<file path="src/hw/rtl/ibd_pkg.sv">
package ibd_pkg;

  // Sizing of the line store and of the block counters
  localparam int MAX_WIDTH  = 2048;
  localparam int MAX_FACTOR = 16;
  localparam int MAX_HEIGHT = 4096;

  localparam int IDX_W      = $clog2(MAX_WIDTH);
  localparam int FSEL_W     = $clog2(MAX_FACTOR);
  localparam int FACTOR_W   = 5;
  localparam int WIDTH_W    = 12;
  localparam int HEIGHT_W   = 13;
  localparam int ROW_W      = 12;
  localparam int CFG_DATA_W = 13;
  localparam int LIM_W      = ((IDX_W + 1 > WIDTH_W) ? IDX_W + 1 : WIDTH_W) + 1;

  // Datapath widths
  localparam int PIX_W   = 8;
  localparam int LANE_W  = 16;
  localparam int RECIP_W = 17;
  localparam int SHIFT_W = 5;
  localparam int PROD_W  = LANE_W + RECIP_W;

  typedef enum logic [1:0] {
    REG_FACTOR       = 2'd0,
    REG_COLOR_MODE   = 2'd1,
    REG_IMAGE_WIDTH  = 2'd2,
    REG_IMAGE_HEIGHT = 2'd3
  } cfg_reg_t;

  // Front of the lane: the pixel being accepted
  typedef struct packed {
    logic             acc;
    logic             blk_end;
    logic             clr;
    logic             dbl_h;
    logic             rd;
    logic [IDX_W-1:0] idx;
  } lane_a_t;

  // Column store update stage
  typedef struct packed {
    logic             valid;
    logic             row0;
    logic             dbl_v;
    logic             fwd;
    logic [IDX_W-1:0] idx;
  } lane_b_t;

  typedef struct packed {
    logic              adv;
    lane_a_t           a;
    lane_b_t           b;
    logic [FSEL_W-1:0] c_fsel;
    logic [FSEL_W-1:0] d_fsel;
  } lane_ctl_t;

  typedef struct packed {
    logic valid;
    logic row_end;
    logic frame_end;
  } res_flags_t;

  // Reciprocal for exact floor division of a 16-bit sum by the block weight.
  // Weight is f*f, or 16 for the 1-2-1 kernel at f equal to 3.
  function automatic logic [RECIP_W-1:0] recip_mult(input logic [FSEL_W-1:0] fsel);
    logic [RECIP_W-1:0] m;
    case (fsel)
      4'd4:    m = 17'd83887;
      4'd5:    m = 17'd116509;
      4'd6:    m = 17'd85599;
      4'd8:    m = 17'd103564;
      4'd9:    m = 17'd83887;
      4'd10:   m = 17'd69328;
      4'd11:   m = 17'd116509;
      4'd12:   m = 17'd99274;
      4'd13:   m = 17'd85599;
      4'd14:   m = 17'd74566;
      default: m = 17'd65536;
    endcase
    return m;
  endfunction

  function automatic logic [SHIFT_W-1:0] recip_shift(input logic [FSEL_W-1:0] fsel);
    logic [SHIFT_W-1:0] s;
    case (fsel)
      4'd0:    s = 5'd16;
      4'd1:    s = 5'd18;
      4'd2:    s = 5'd20;
      4'd3:    s = 5'd20;
      4'd4:    s = 5'd21;
      4'd5:    s = 5'd22;
      4'd6:    s = 5'd22;
      4'd7:    s = 5'd22;
      4'd8:    s = 5'd23;
      4'd9:    s = 5'd23;
      4'd10:   s = 5'd23;
      default: s = 5'd24;
    endcase
    return s;
  endfunction

endpackage

</file>
<file path="src/hw/rtl/ibd_merge.sv">
module ibd_merge import ibd_pkg::*; (
  input  logic             clk,
  input  logic             rst,
  input  logic [PIX_W-1:0] lane0,
  input  logic [PIX_W-1:0] lane1,
  input  logic [PIX_W-1:0] lane2,
  input  res_flags_t       res,
  input  logic             result_stall,
  output logic             result_valid,
  output logic [PIX_W-1:0] out_ch0,
  output logic [PIX_W-1:0] out_ch1,
  output logic [PIX_W-1:0] out_ch2,
  output logic             row_end,
  output logic             frame_end,
  output logic             adv
);

  logic out_free;

  // Output register frees when empty or taken; pipeline holds only when a
  // word waits behind a stalled one
  assign out_free = !result_valid || !result_stall;
  assign adv      = out_free || !res.valid;

  always_ff @(posedge clk) begin
    if (rst) begin
      result_valid <= 1'b0;
    end else if (out_free) begin
      result_valid <= res.valid;
    end
  end

  // Combine the channel lanes with the raster flags
  always_ff @(posedge clk) begin
    if (out_free && res.valid) begin
      out_ch0   <= lane0;
      out_ch1   <= lane1;
      out_ch2   <= lane2;
      row_end   <= res.row_end;
      frame_end <= res.frame_end;
    end
  end

endmodule

</file>
<file path="config.mk">
export PLATFORM = sky130hd
export DESIGN_NAME = ibd_merge
export DESIGN_NICKNAME = d
export VERILOG_FILES = /design/src/hw/rtl/ibd_pkg.sv /design/src/hw/rtl/ibd_merge.sv
export SDC_FILE = /design/constraint.sdc
export NUM_CORES = 1
export LEC_CHECK = 0
export BUFFER_PORTS_ARGS = -buffer_cell sky130_fd_sc_hd__buf_2
export CAP_MARGIN = 20
export CORE_AREA = 2 2 52 54
export CTS_CLUSTER_SIZE = 12
export DETAILED_ROUTE_END_ITERATION = 12
export DIE_AREA = 0 0 54 56
export PLACE_DENSITY = 0.8
export SLEW_MARGIN = 10
export SYNTH_ARGS = -nofsm -noshare
export SYNTH_HDL_FRONTEND = slang
export SYNTH_SLANG_ARGS = --single-unit
export TNS_END_PERCENT = 10
</file>
<file path="constraint.sdc">
create_clock -name clk -period 2.2 [get_ports clk]
set_clock_uncertainty 0.2 [all_clocks]
set_input_delay 0.44 -clock clk [delete_from_list [all_inputs] [get_ports clk]]
set_output_delay 0.44 -clock clk [all_outputs]
set_load 0.005 [all_outputs]
</file>
* Word-level counts from Yosys, hierarchy flattened
Cells that the tools add are included.
Word-level totals: bits in registers 27, latch bits 0, RAM bits 0, bits in read-only memories 0, input port bits 30, output and inout bits 28, memories 0
Cells by class: add/subtract/negate cells 0, multiply operators 0, divide/modulo/power cells 0, $lt $le $gt $ge 0, equal/unequal tests 0, shifts and indexed selects 0, mux-type cells 0, bitwise logic cells 0, reductions and logical operators 6
Operators with widths (number):
- $logic_not 1->1 | 3
- $logic_or 1x1->1 | 2
- $logic_and 1x1->1 | 1

* Logic depth before layout (Yosys ltp)
depth after elaboration 3, gate-level depth with buffers 2, mapped depth without buffers 2

* Worst setup path before layout
OpenSTA, ideal clock, no wires.
path type input -> register, start point input port res[2] (netlist name), end point register frame_end, enable pin, arrival time 1.739 ns, data required time 1.584 ns, setup slack -0.155 ns, stages 1, path buffers 0, cells stage by stage a21boi_1
On the way: longest elaborated chain between the ends 1
Ends and longest elaborated chain:
- start, declared | line ibd_merge.sv:7 | input res_flags_t res,
- $logic_and 1x1->1 | line ibd_merge.sv:35 | if (out_free && res.valid) begin
- end signal, assigned | line ibd_merge.sv:40 | frame_end <= res.frame_end;
- end, declared | line ibd_merge.sv:14 | output logic frame_end,
No other way between the ends. A chain may end at the register's enable or synchronous reset.

* Final worst setup path
start point register result_valid, end point output port adv
On the way: longest elaborated chain between the ends 3
Ends and longest elaborated chain:
- start, declared | line ibd_merge.sv:9 | output logic result_valid,
- start signal, assigned | line ibd_merge.sv:29 | result_valid <= res.valid;
- $logic_not 1->1 | line ibd_merge.sv:22 | assign out_free = !result_valid || !result_stall;
- $logic_or 1x1->1 | line ibd_merge.sv:22
- $logic_or 1x1->1 | line ibd_merge.sv:23 | assign adv = out_free || !res.valid;
- end, declared | line ibd_merge.sv:15 | output logic adv
No other way between the ends.

==> qor.yml <==
crit_path_start_kind: "register"
placed_cell_area_um2: 1160
synthTopCellsByArea: "edfxtp_1, dfxtp_1, a21boi_1, a21oi_1, nand3_1"
fin_crit_sh: 0.708
crit_required_ps: 1560
die_h_um: 56
fin_ws_ps: 642
stdcell_area_um2: 1180
dieWidth_um: 54
routed_wl_um: 1420
tritoncts: "yes"
antenna_found_initial: 0
dieArea_um2: 3020
syn_area_per_cell_um2: 26.5
ys_types: 6
core_um2: 2430
vias: 501
rows: 18
nNetsFinal: 124
syn-num-nets: 61
first_iter_violations: 2
fin_crit_ps: 1560
yosysWarnings: 0
post_drt_wl_per_cell_um: 11.5
syn_to_final_growth_pct: 43.8
ctsHoldBuffers: 0
ios: 58
clk_path_buf_depth: 2
grt_max_degree: 27
ys.flop_type: "edfxtp_1"
netlist_area_um2: 822
tightest_slew_ps: 310
crit_type: "reg2out"
pre_cts_ws_ps: 646
report.final.slew_viol_count: 0
cp.arrival_ps: 920
htreeDepth: 1
maxCapViolCount: 0
drcViolationCount: 0
hpwlAfterDp_um: 1120
slew_headroom: 0.794
synth_top_area_frac: 0.950
clock-sinks: 27
grt_pass1_vias: 474
synth_area_leader_cell: "edfxtp_1"
dr.pass1.iters: 2
rsz0062_at_grt: "no"
async_reset_ff_frac: 0
grt.overflow.total: 0
crit_fanout: 4
cts_resized: 0
drive_above_1_share: 0.667
root_buffer: "clkbuf_4"
yosysSeqAreaShare: 0.974
setup_viol: 0
synth-seq-cells: 27
post-cts-setup-buffer-count: 0
utilization: 0.486
viasPerCell: 4.07
ir_drop_mv: 0.334
initial_core_util: 0.338
p_per_area_nw_per_um2: 739
grt_usage: 0.0915
endpoint_kind: "output port"
detail-route-antenna-nets: 0
min_path_type: "in2reg"
cts.clk_slew.worst_paths_ps: 120
clock.fmax_ghz: 0.642
synth_most_common_cell: "edfxtp_1"
status: "finished clean"
cts_buffers: 3
netlist_instances: 31
clock_latency_ps: 300
grt_pass1_wl_um: 1950
antennaDiodeCount: 0
fill_cells: 230
hold_viol_final: 0
p_leak_nw: 0.511
final.setup.tns_ps: 0
routabilityCongestion: 0.613
synth-edff-count: 26
portBuffers: 57
==> where the power goes <==
group | internal [mW] | switching [mW]
clock | 0.0707 | 0.126
combinational | 0.0390 | 0.0330
sequential | 0.598 | 0.00647
==> critical path: stages, from the launching register on <==
cell and delay, ps:
dfxtp_1 410, nand3_1 80, buf_2 130
==> sequential cells by signal (all words and copies together), names as in the netlist <==
name	cells
out_ch0	8
out_ch1	8
out_ch2	8
frame_end	1
result_valid	1
row_end	1
==> metal layers <==
metal	share of wire	wire length, µm	GRT usage	vias up
li1	-	-	-	245
met1	0.34	477	0.0924	226
met2	0.54	772	0.157	30
met3	0.12	169	0.0296	0
met4	0	0	0.0536	0
met5	0	0	0	-
==> through the flow <==
stage                     std cells  power [mW]  hold slack (ps)
after global routing            123       0.919             45.6
after detailed placement        119       0.691              361
final                           123       0.873             70.4
after global placement          119       0.688              324
after CTS                       123       0.890             55.3
after floorplan                  31       0.634              312
==> path summary, 6_finish.rpt <==
kind / start / to / slack, ps / cells past startpoint
worst max register to register: result_valid$_SDFFE_PP0P_ / out_ch2[2]$_DFFE_PP_ / 890 / 2
worst min-delay path: rst / result_valid$_SDFFE_PP0P_ / 70 / 2
worst min register to register: result_valid$_SDFFE_PP0P_ / result_valid$_SDFFE_PP0P_ / 370 / 2
worst max-delay path: result_valid$_SDFFE_PP0P_ / adv / 640 / 2
==> final cells by class <==
class,instances,area [µm²],share of cell area
Multi-Input combinational cell,4,25.0,0.0212
Tap cell,30,37.5,0.0317
Timing Repair Buffer,58,293,0.248
Sequential cell,27,801,0.677
Clock buffer,4,26.3,0.0222
==> cell usage in the layout (no fill, tap or decap), drive strengths merged <==
cell	netlist	final
nor2	1	1
nand3	1	1
a21oi	1	1
a21boi	1	1
dfxtp	1	1
buf	0	58
clkbuf	0	4
edfxtp	26	26
==> logic make-up after synthesis <==
logic type         synth area share
and+or+nand+nor              0.0106
AOI/OAI and AO/OA            0.0152
DFF                           0.974
(Power assumes the default switching activity.)
