==> src/hw/rtl/ibd_pkg.sv <==
package ibd_pkg;

  // Sizing of the line store and of the block counters
  localparam int MAX_WIDTH  = 2048;
  localparam int MAX_FACTOR = 16;
  localparam int MAX_HEIGHT = 4096;

  localparam int IDX_W      = $clog2(MAX_WIDTH);
  localparam int FSEL_W     = $clog2(MAX_FACTOR);
  localparam int FACTOR_W   = 5;
  localparam int WIDTH_W    = 12;
  localparam int HEIGHT_W   = 13;
  localparam int ROW_W      = 12;
  localparam int CFG_DATA_W = 13;
  localparam int LIM_W      = ((IDX_W + 1 > WIDTH_W) ? IDX_W + 1 : WIDTH_W) + 1;

  // Datapath widths
  localparam int PIX_W   = 8;
  localparam int LANE_W  = 16;
  localparam int RECIP_W = 17;
  localparam int SHIFT_W = 5;
  localparam int PROD_W  = LANE_W + RECIP_W;

  typedef enum logic [1:0] {
    REG_FACTOR       = 2'd0,
    REG_COLOR_MODE   = 2'd1,
    REG_IMAGE_WIDTH  = 2'd2,
    REG_IMAGE_HEIGHT = 2'd3
  } cfg_reg_t;

  // Front of the lane: the pixel being accepted
  typedef struct packed {
    logic             acc;
    logic             blk_end;
    logic             clr;
    logic             dbl_h;
    logic             rd;
    logic [IDX_W-1:0] idx;
  } lane_a_t;

  // Column store update stage
  typedef struct packed {
    logic             valid;
    logic             row0;
    logic             dbl_v;
    logic             fwd;
    logic [IDX_W-1:0] idx;
  } lane_b_t;

  typedef struct packed {
    logic              adv;
    lane_a_t           a;
    lane_b_t           b;
    logic [FSEL_W-1:0] c_fsel;
    logic [FSEL_W-1:0] d_fsel;
  } lane_ctl_t;

  typedef struct packed {
    logic valid;
    logic row_end;
    logic frame_end;
  } res_flags_t;

  // Reciprocal for exact floor division of a 16-bit sum by the block weight.
  // Weight is f*f, or 16 for the 1-2-1 kernel at f equal to 3.
  function automatic logic [RECIP_W-1:0] recip_mult(input logic [FSEL_W-1:0] fsel);
    logic [RECIP_W-1:0] m;
    case (fsel)
      4'd4:    m = 17'd83887;
      4'd5:    m = 17'd116509;
      4'd6:    m = 17'd85599;
      4'd8:    m = 17'd103564;
      4'd9:    m = 17'd83887;
      4'd10:   m = 17'd69328;
      4'd11:   m = 17'd116509;
      4'd12:   m = 17'd99274;
      4'd13:   m = 17'd85599;
      4'd14:   m = 17'd74566;
      default: m = 17'd65536;
    endcase
    return m;
  endfunction

  function automatic logic [SHIFT_W-1:0] recip_shift(input logic [FSEL_W-1:0] fsel);
    logic [SHIFT_W-1:0] s;
    case (fsel)
      4'd0:    s = 5'd16;
      4'd1:    s = 5'd18;
      4'd2:    s = 5'd20;
      4'd3:    s = 5'd20;
      4'd4:    s = 5'd21;
      4'd5:    s = 5'd22;
      4'd6:    s = 5'd22;
      4'd7:    s = 5'd22;
      4'd8:    s = 5'd23;
      4'd9:    s = 5'd23;
      4'd10:   s = 5'd23;
      default: s = 5'd24;
    endcase
    return s;
  endfunction

endpackage

==> src/hw/rtl/ibd_ctrl.sv <==
module ibd_ctrl import ibd_pkg::*; (
  input  logic                  clk,
  input  logic                  rst,
  input  logic                  cfg_valid,
  output logic                  cfg_ready,
  input  logic [1:0]            cfg_index,
  input  logic [CFG_DATA_W-1:0] cfg_data,
  input  logic                  pixel_valid,
  input  logic                  adv,
  output logic                  color_mode,
  output lane_ctl_t             ctl,
  output res_flags_t            res
);

  logic [FACTOR_W-1:0] factor;
  logic [WIDTH_W-1:0]  image_width;
  logic [HEIGHT_W-1:0] image_height;

  logic [IDX_W-1:0]  column_count;
  logic [ROW_W-1:0]  row_count;
  logic [FSEL_W-1:0] column_in_block;
  logic [FSEL_W-1:0] row_in_block;

  logic [FACTOR_W-1:0] f_eff;
  logic [LIM_W-1:0]    w_ext;
  logic [LIM_W-1:0]    w_eff;
  logic [HEIGHT_W-1:0] h_eff;
  logic [FSEL_W-1:0]   fsel;
  logic                is3;
  logic                acc;
  logic                blk_end;
  logic                rib_end;
  logic                emit;
  logic                row_last;
  logic                frame_last;
  logic                rend;
  logic                fend;

  // B, C and D stage control
  lane_b_t           b;
  logic              b_emit;
  logic              b_rend;
  logic              b_fend;
  logic [FSEL_W-1:0] b_fsel;
  logic              c_valid;
  logic              c_rend;
  logic              c_fend;
  logic [FSEL_W-1:0] c_fsel;
  logic              d_valid;
  logic              d_rend;
  logic              d_fend;
  logic [FSEL_W-1:0] d_fsel;

  assign cfg_ready = 1'b1;

  // Register writes
  always_ff @(posedge clk) begin
    if (rst) begin
      factor       <= FACTOR_W'(2);
      color_mode   <= 1'b0;
      image_width  <= WIDTH_W'(MAX_WIDTH);
      image_height <= HEIGHT_W'(MAX_HEIGHT);
    end else if (cfg_valid) begin
      unique case (cfg_reg_t'(cfg_index))
        REG_FACTOR:       factor       <= cfg_data[FACTOR_W-1:0];
        REG_COLOR_MODE:   color_mode   <= cfg_data[0];
        REG_IMAGE_WIDTH:  image_width  <= cfg_data[WIDTH_W-1:0];
        REG_IMAGE_HEIGHT: image_height <= cfg_data[HEIGHT_W-1:0];
        default:          ;
      endcase
    end
  end

  // Clamp the settings to their legal ranges
  always_comb begin
    if (factor == '0) begin
      f_eff = FACTOR_W'(1);
    end else if (factor > FACTOR_W'(MAX_FACTOR)) begin
      f_eff = FACTOR_W'(MAX_FACTOR);
    end else begin
      f_eff = factor;
    end
    w_ext = LIM_W'(image_width);
    if (w_ext == '0) begin
      w_eff = LIM_W'(1);
    end else if (w_ext > LIM_W'(MAX_WIDTH)) begin
      w_eff = LIM_W'(MAX_WIDTH);
    end else begin
      w_eff = w_ext;
    end
    if (image_height == '0) begin
      h_eff = HEIGHT_W'(1);
    end else if (image_height > HEIGHT_W'(MAX_HEIGHT)) begin
      h_eff = HEIGHT_W'(MAX_HEIGHT);
    end else begin
      h_eff = image_height;
    end
  end

  // Block and raster position of the pixel at the input
  assign fsel       = FSEL_W'(f_eff - 1'b1);
  assign is3        = (f_eff == FACTOR_W'(3));
  assign acc        = pixel_valid && adv;
  assign blk_end    = (FACTOR_W'(column_in_block) + 1'b1) >= f_eff;
  assign rib_end    = (FACTOR_W'(row_in_block) + 1'b1) >= f_eff;
  assign emit       = blk_end && rib_end;
  assign row_last   = (LIM_W'(column_count) + 1'b1) >= w_eff;
  assign frame_last = ((HEIGHT_W + 1)'(row_count) + 1'b1) >= (HEIGHT_W + 1)'(h_eff);
  assign rend       = (LIM_W'(column_count) + LIM_W'(f_eff)) >= w_eff;
  assign fend       = rend &&
                      (((HEIGHT_W + 1)'(row_count) + (HEIGHT_W + 1)'(f_eff)) >=
                       (HEIGHT_W + 1)'(h_eff));

  // Advance the raster counters on each accepted word
  always_ff @(posedge clk) begin
    if (rst) begin
      column_count    <= '0;
      row_count       <= '0;
      column_in_block <= '0;
      row_in_block    <= '0;
    end else if (acc) begin
      if (blk_end) begin
        column_in_block <= '0;
      end else begin
        column_in_block <= column_in_block + 1'b1;
      end
      if (row_last) begin
        column_count    <= '0;
        column_in_block <= '0;
        if (frame_last) begin
          row_count    <= '0;
          row_in_block <= '0;
        end else begin
          row_count    <= row_count + 1'b1;
          row_in_block <= rib_end ? '0 : row_in_block + 1'b1;
        end
      end else begin
        column_count <= column_count + 1'b1;
      end
    end
  end

  // Stage control, frozen while the output holds a word and another waits
  always_ff @(posedge clk) begin
    if (rst) begin
      b.valid <= 1'b0;
      c_valid <= 1'b0;
      d_valid <= 1'b0;
    end else if (adv) begin
      b.valid <= acc && blk_end;
      c_valid <= b.valid && b_emit;
      d_valid <= c_valid;
    end
  end

  always_ff @(posedge clk) begin
    if (adv) begin
      b.row0  <= (row_in_block == '0);
      b.dbl_v <= is3 && (row_in_block == FSEL_W'(1));
      b.fwd   <= b.valid && (b.idx == column_count);
      b.idx   <= column_count;
      b_emit  <= emit;
      b_rend  <= rend;
      b_fend  <= fend;
      b_fsel  <= fsel;
      c_rend  <= b_rend;
      c_fend  <= b_fend;
      c_fsel  <= b_fsel;
      d_rend  <= c_rend;
      d_fend  <= c_fend;
      d_fsel  <= c_fsel;
    end
  end

  always_comb begin
    ctl.adv       = adv;
    ctl.a.acc     = acc;
    ctl.a.blk_end = blk_end;
    ctl.a.clr     = blk_end || row_last;
    ctl.a.dbl_h   = is3 && (column_in_block == FSEL_W'(1));
    ctl.a.rd      = acc && blk_end && (row_in_block != '0);
    ctl.a.idx     = column_count;
    ctl.b         = b;
    ctl.c_fsel    = c_fsel;
    ctl.d_fsel    = d_fsel;
    res.valid     = d_valid;
    res.row_end   = d_rend;
    res.frame_end = d_fend;
  end

endmodule

==> config.mk <==
export PLATFORM = sky130hd
export DESIGN_NAME = ibd_ctrl
export DESIGN_NICKNAME = d
export VERILOG_FILES = /design/src/hw/rtl/ibd_pkg.sv /design/src/hw/rtl/ibd_ctrl.sv
export SDC_FILE = /design/constraint.sdc
export NUM_CORES = 1
export LEC_CHECK = 0
export BUFFER_PORTS_ARGS = -buffer_cell sky130_fd_sc_hd__buf_2
export CORE_MARGIN = 3
export CORE_UTILIZATION = 50
export DETAILED_ROUTE_END_ITERATION = 6
export GPL_TIMING_DRIVEN = 0
export PLACE_DENSITY = 0.69
export SETUP_SLACK_MARGIN = 0.3
export SYNTH_ARGS = -nofsm -noshare
export SYNTH_HDL_FRONTEND = slang
export SYNTH_SLANG_ARGS = --single-unit
==> constraint.sdc <==
create_clock -name clk -period 5.03 [get_ports clk]
set_input_delay 0.503 -clock clk [delete_from_list [all_inputs] [get_ports clk]]
set_output_delay 0.503 -clock clk [all_outputs]
set_load 0.02 [all_outputs]
# After elaboration in Yosys (flattened, before gate mapping)
# Cells that the tools add are included.
[totals] regBits=98 inputBits=20 out_inout_bits=45 elab_cells=85
[classes] addsub=11 magnitude_cmp=9 n_eq_ne=7 mux=12 n_reduce_logical=21
[ops] operator="2-to-1 mux 12 bit" count=3
[ops] operator="greater-or-equal comparator 12 x 13 -> 1 bit" count=2
[ops] operator="greater-or-equal comparator 13 bit" count=2
[ops] operator="2-to-1 mux 13 bit" count=2
[ops] operator="2-to-1 mux 4 bit" count=4
[ops] operator="adder 12 x 1 -> 13 bit, second input constant" count=1
[ops] operator="adder 12 x 5 -> 13 bit" count=1
[ops] operator="greater-than comparator 13 bit, second input constant" count=1
[ops] operator="zero test 13 bit" count=1
[ops] operator="adder 11 x 1 -> 12 bit, second input constant" count=1
[ops] operator="adder 11 x 5 -> 12 bit" count=1
[ops] operator="adder 12 x 1 -> 12 bit, second input constant" count=1
[ops] operator="greater-than comparator 12 bit, second input constant" count=1
[ops] operator="zero test 12 bit" count=1
[ops] operator="adder 11 x 1 -> 11 bit, second input constant" count=1
[ops] operator="equality test 11 bit" count=1
[ops] operator="2-to-1 mux 11 bit" count=1
[ops] operator="adder 4 x 1 -> 5 bit, second input constant" count=2
[ops] operator="greater-or-equal comparator 5 bit" count=2
[ops] operator="2-to-1 mux 5 bit" count=2
[ops] operator="AND reduction 2 bit" count=5
[ops] operator="logical AND 1 bit" count=9
[ops] operator="adder 4 x 1 -> 4 bit, second input constant" count=2
[ops] operator="equality test 4 x 1 -> 1 bit, second input constant" count=2
[ops] operator="10 further kinds" count=11

# Longest topological paths before layout
[logic_depth] ltp_word=6 ltp_mapped=19 mapped_depth_nobuf=19

# Worst setup path before layout
# OpenSTA, ideal clock, no wires.
[synth_timing] kind="register to register" startpoint="register factor[2]" endpoint="register b_fend, data pin" setup_time_ns=0.262 arrival_ns=3.249 t_required_ns=4.768 path_slack_ns=1.519 stages_incl_launch_ff=20 n_path_buf=0 synth_period_minus_slack_ns=3.511 cell_sequence="dfxtp_1 > nor3_1 > nor2_1 > nor2_1 > ha_1 > inv_1 > fa_1 > nor2b_1 > o21ai_0 > a21boi_0 > o21ai_0 > nor2_1 > xor2_1 > ha_1 > a21o_1 > a21o_1 > a21oi_1 > o21ai_0 > a21oi_1 > a21oi_1"
[synth_via] elab_chain_len=6 elab_cells_between_ends=9 classes_between="add/sub (2); order compare (3); mux (2); reduce/logical (2)"
[synth_rtl] element="from (decl)" line="ibd_ctrl.sv:15" rtl="logic [FACTOR_W-1:0] factor;"
[synth_rtl] element="from (signal assigned)" line="ibd_ctrl.sv:65" rtl="REG_FACTOR: factor <= cfg_data[FACTOR_W-1:0];"
[synth_rtl] element="greater-than comparator 5 bit" line="ibd_ctrl.sv:78" rtl="end else if (factor > FACTOR_W'(MAX_FACTOR)) begin"
[synth_rtl] element="2-to-1 mux 5 bit" line="ibd_ctrl.sv:78"
[synth_rtl] element="2-to-1 mux 5 bit *" line="ibd_ctrl.sv:76" rtl="if (factor == '0) begin"
[synth_rtl] element="adder 12 x 5 -> 13 bit / adder 11 x 5 -> 12 bit (equally long branches)" line="ibd_ctrl.sv:111, ibd_ctrl.sv:109"
[synth_rtl] element="greater-or-equal comparator 13 bit / greater-or-equal comparator 12 x 13 -> 1 bit (equally long branches)" line="ibd_ctrl.sv:111, ibd_ctrl.sv:109"
[synth_rtl] element="logical AND 1 bit *" line="ibd_ctrl.sv:110" rtl="assign fend = rend &&"
[synth_rtl] element="via fend" line="ibd_ctrl.sv:37" rtl="logic fend;"
[synth_rtl] element="to (signal assigned)" line="ibd_ctrl.sv:164" rtl="b_fend <= fend;"
[synth_rtl] element="to (decl)" line="ibd_ctrl.sv:43" rtl="logic b_fend;"
# The timed path passes the listed nets; every way through them passes the cells marked *.
# A chain may end at the register's enable or synchronous reset.

# Worst setup path after layout
# Ends and elaborated chain as after synthesis.

==> impl_metrics.ini <==
[timing]
max_slew_margin_pct = 43.6
fin_setup_tns_ns = 0
fin_skew_ns = 0.00783
setup_viol = 0
fmax_mhz = 233
maxSlewViolCount = 0
hold_viol = 0
worst_pin_slew_ns = 0.845
finalWorstPathRequiredPeriod_ns = 4.29
rsz0062_at_grt = false
finalCritPeriodShare_pct = 85.3

[yosys]
syn_nets = 787
synth_top_family_by_area = simple AND/OR/NAND/NOR gates
ys_types = 62
synthSimpleGateAreaFrac_pct = 19.4
yosys_warnings = 0
synthXorXnorAreaFrac_pct = 8.62
synth_flop_cell = dfxtp_1
syn-cell-area_mm2 = 0.00620
synthAdderAreaFrac_pct = 16.6
synth_seq_cells = 98
yosys-top-cells-count = 116 x nand2_1, 79 x ha_1, 65 x dfxtp_1, 56 x nor2_1, 53 x a21oi_1
synthCells = 686
synth.most_common_cell = nand2_1
async_reset_ff_share_pct = 0
synth_area_leaders = dfxtp_1 21%, edfxtp_1 16%, ha_1 16%
synth_seq_area_share_pct = 37.0
synth_compound_area_share_pct = 12.8
synth_largest_area_cell = dfxtp_1
synth.area.mux_share_pct = 1.13
syn_area_per_cell_um2 = 9.04
yosysTopAreaCellShare_pct = 21.0
synth_edf_count = 33

[worst_setup_path]
crit_type = reg2reg
start_kind = register
cp-end-kind = register
ff2ff_path_depth = 19
ff2ff_setup_slack_ns = 0.74
worstPathMaxFanout = 6
required_ns = 5.12
worstPathArrival_ns = 4.38

[global_routing]
grt_use_total_pct = 20.4
antenna_found_initial = 0
grt_first_pass_wirelength_um = 23400
grt-busiest-layer = met2
grt_pass1_vias = 4890
overflow = 0
grt_use_met2_pct = 31.6
grt_max_degree = 40
grtUsageMet3_pct = 3.18
grt_util_met1_pct = 28.7

[cts]
cts.path.max_buffers = 2
cts_num_sinks = 98
cts_tree = done
cts_buffers = 9
hold_buffers = 0
ctsResizeCount = 0
root_buffer = clkbuf_16
clk_latency_ns = 0.34
clkTransAtPathRegs_ns = 0.06
cts_max_level = 3
post_cts_buffers = 0

[finish]
finalNonFillerCells = 932
utilization_pct = 58.2
syn_to_final_growth_pct = 13.3
fin_nets = 860
num_antenna_cells = 0
design_area_mm2 = 0.00702
drive_gt1_share_pct = 13.7
fillCellCount = 1098

[die]
die_area_mm2 = 0.0138
die_h_um = 117
rows = 40
start_util_pct = 51.4
core_mm2 = 0.0121
io_pins = 65
die_w_um = 117

[pwr]
power_density_mw_per_mm2 = 253
p_leak_nw = 3.07
irDropWorstVdd_v = 0.000148

[detailed_routing]
drcViolationCount = 0
viasPerCell = 5.30
wl_per_cell_um = 14.6
drtIter0Drc = 261
routed_wl_um = 13600
num_vias = 4935
drt_pass1_iterations = 4
ant_nets = 0

[place]
place.port_buffers = 62
place.gp.congestion = 0.847
dpl_cell_area_mm2 = 0.00672
dp.final_hpwl_um = 10900
dp_cells = 916

[job]
max_cap_violations = 0

[status]
outcome = completed

[worst_hold_path]
holdPathStages = 2
hold_class = in2reg
[area by class of cell]
type,instances,area [um^2],share of cell area [%]
Multi-Input combinational cell,526,3630,51.7
Inverter,28,105,1.50
Timing Repair Buffer,62,310,4.42
Clock inverter,3,65.1,0.926
Tap cell,168,210,2.99
Sequential cell,98,2290,32.6
Buffer,34,169,2.40
Clock buffer,13,240,3.42
[cell families after synthesis]
family          after synthesis
buf+inv                      62
simple gates                259
other cells                   1
fa+ha+maj                    81
xor+xnor                     61
mux                           7
flops                        98
compound gates              117
[per-stage QoR]
step | total power [mW] | hold WS [ns] | setup slack [ns]
2_1_floorplan | 1.01 | 0.400 | 1.52
3_3_place_gp | 1.07 | 0.401 | 0.854
3_5_place_dp | 1.08 | 0.406 | 0.803
4_1_cts | 1.79 | 0.364 | 0.719
5_1_grt | 1.85 | 0.378 | 0.354
6_report | 1.77 | 0.374 | 0.738
[layout by cell type (no fill, tap or decap), types with 8 or more instances in the layout]
| cell type | instances |
|---|---|
| nand2b_1 | 12 |
| nand2_1 | 116 |
| a21o_1 | 12 |
| edfxtp_1 | 33 |
| ha_1 | 79 |
| a21oi_1 | 53 |
| nand3_1 | 13 |
| clkbuf_16 | 9 |
| inv_1 | 27 |
| a22o_1 | 8 |
| buf_2 | 68 |
| nand4_1 | 15 |
| o21ai_0 | 10 |
| xnor2_1 | 39 |
| dfxtp_1 | 65 |
| clkbuf_1 | 22 |
| xor2_1 | 22 |
| nor2_1 | 56 |
[critical path, stage by stage (launching register included)]
cell and delay [ns]:
dfxtp_1 0.35, nor3_1 0.21, nor2_1 0.07, nor2_1 0.38
ha_1 0.26, inv_1 0.07, fa_1 0.42, nor2b_1 0.12
o21ai_0 0.09, a21boi_0 0.26, o21ai_0 0.24, nor2_1 0.23
xor2_1 0.21, ha_1 0.28, a21o_1 0.16, a21o_1 0.17
a21oi_1 0.13, o21ai_0 0.09, a21oi_1 0.23, a21oi_1 0.06
[power by group]
part           switching [mW]  internal [mW]
Combinational           0.120         0.0778
Clock                   0.277          0.436
Sequential             0.0180          0.846
[per-layer routing]
metal,part of all wire [%],vias up
met1,50,2290
met5,0,-
met2,44,97
met3,3.5,20
met4,2.5,0
li1,-,2528
[path summary, 6_finish.rpt]
path                              startpoint               end
worst min-delay path            cfg_data[12]  image_height[12]
worst min register to register     b_fsel[3]         c_fsel[3]
worst max register to register     factor[2]            b_fend
worst max-delay path               factor[2]            b_fend
[flip-flops by register name (all words and copies together), names as in the netlist]
register         count
column_in_block      4
c_fsel               4
c_valid              1
b_fend               1
d_rend               1
c_rend               1
d_fend               1
image_height        13
color_mode           1
ctl                 15
row_count           12
b_fsel               4
b_rend               1
row_in_block         4
factor               5
c_fend               1
image_width         12
column_count        11
b_emit               1
d_valid              1
d_fsel               4
Power figures use the tool's default switching activity.
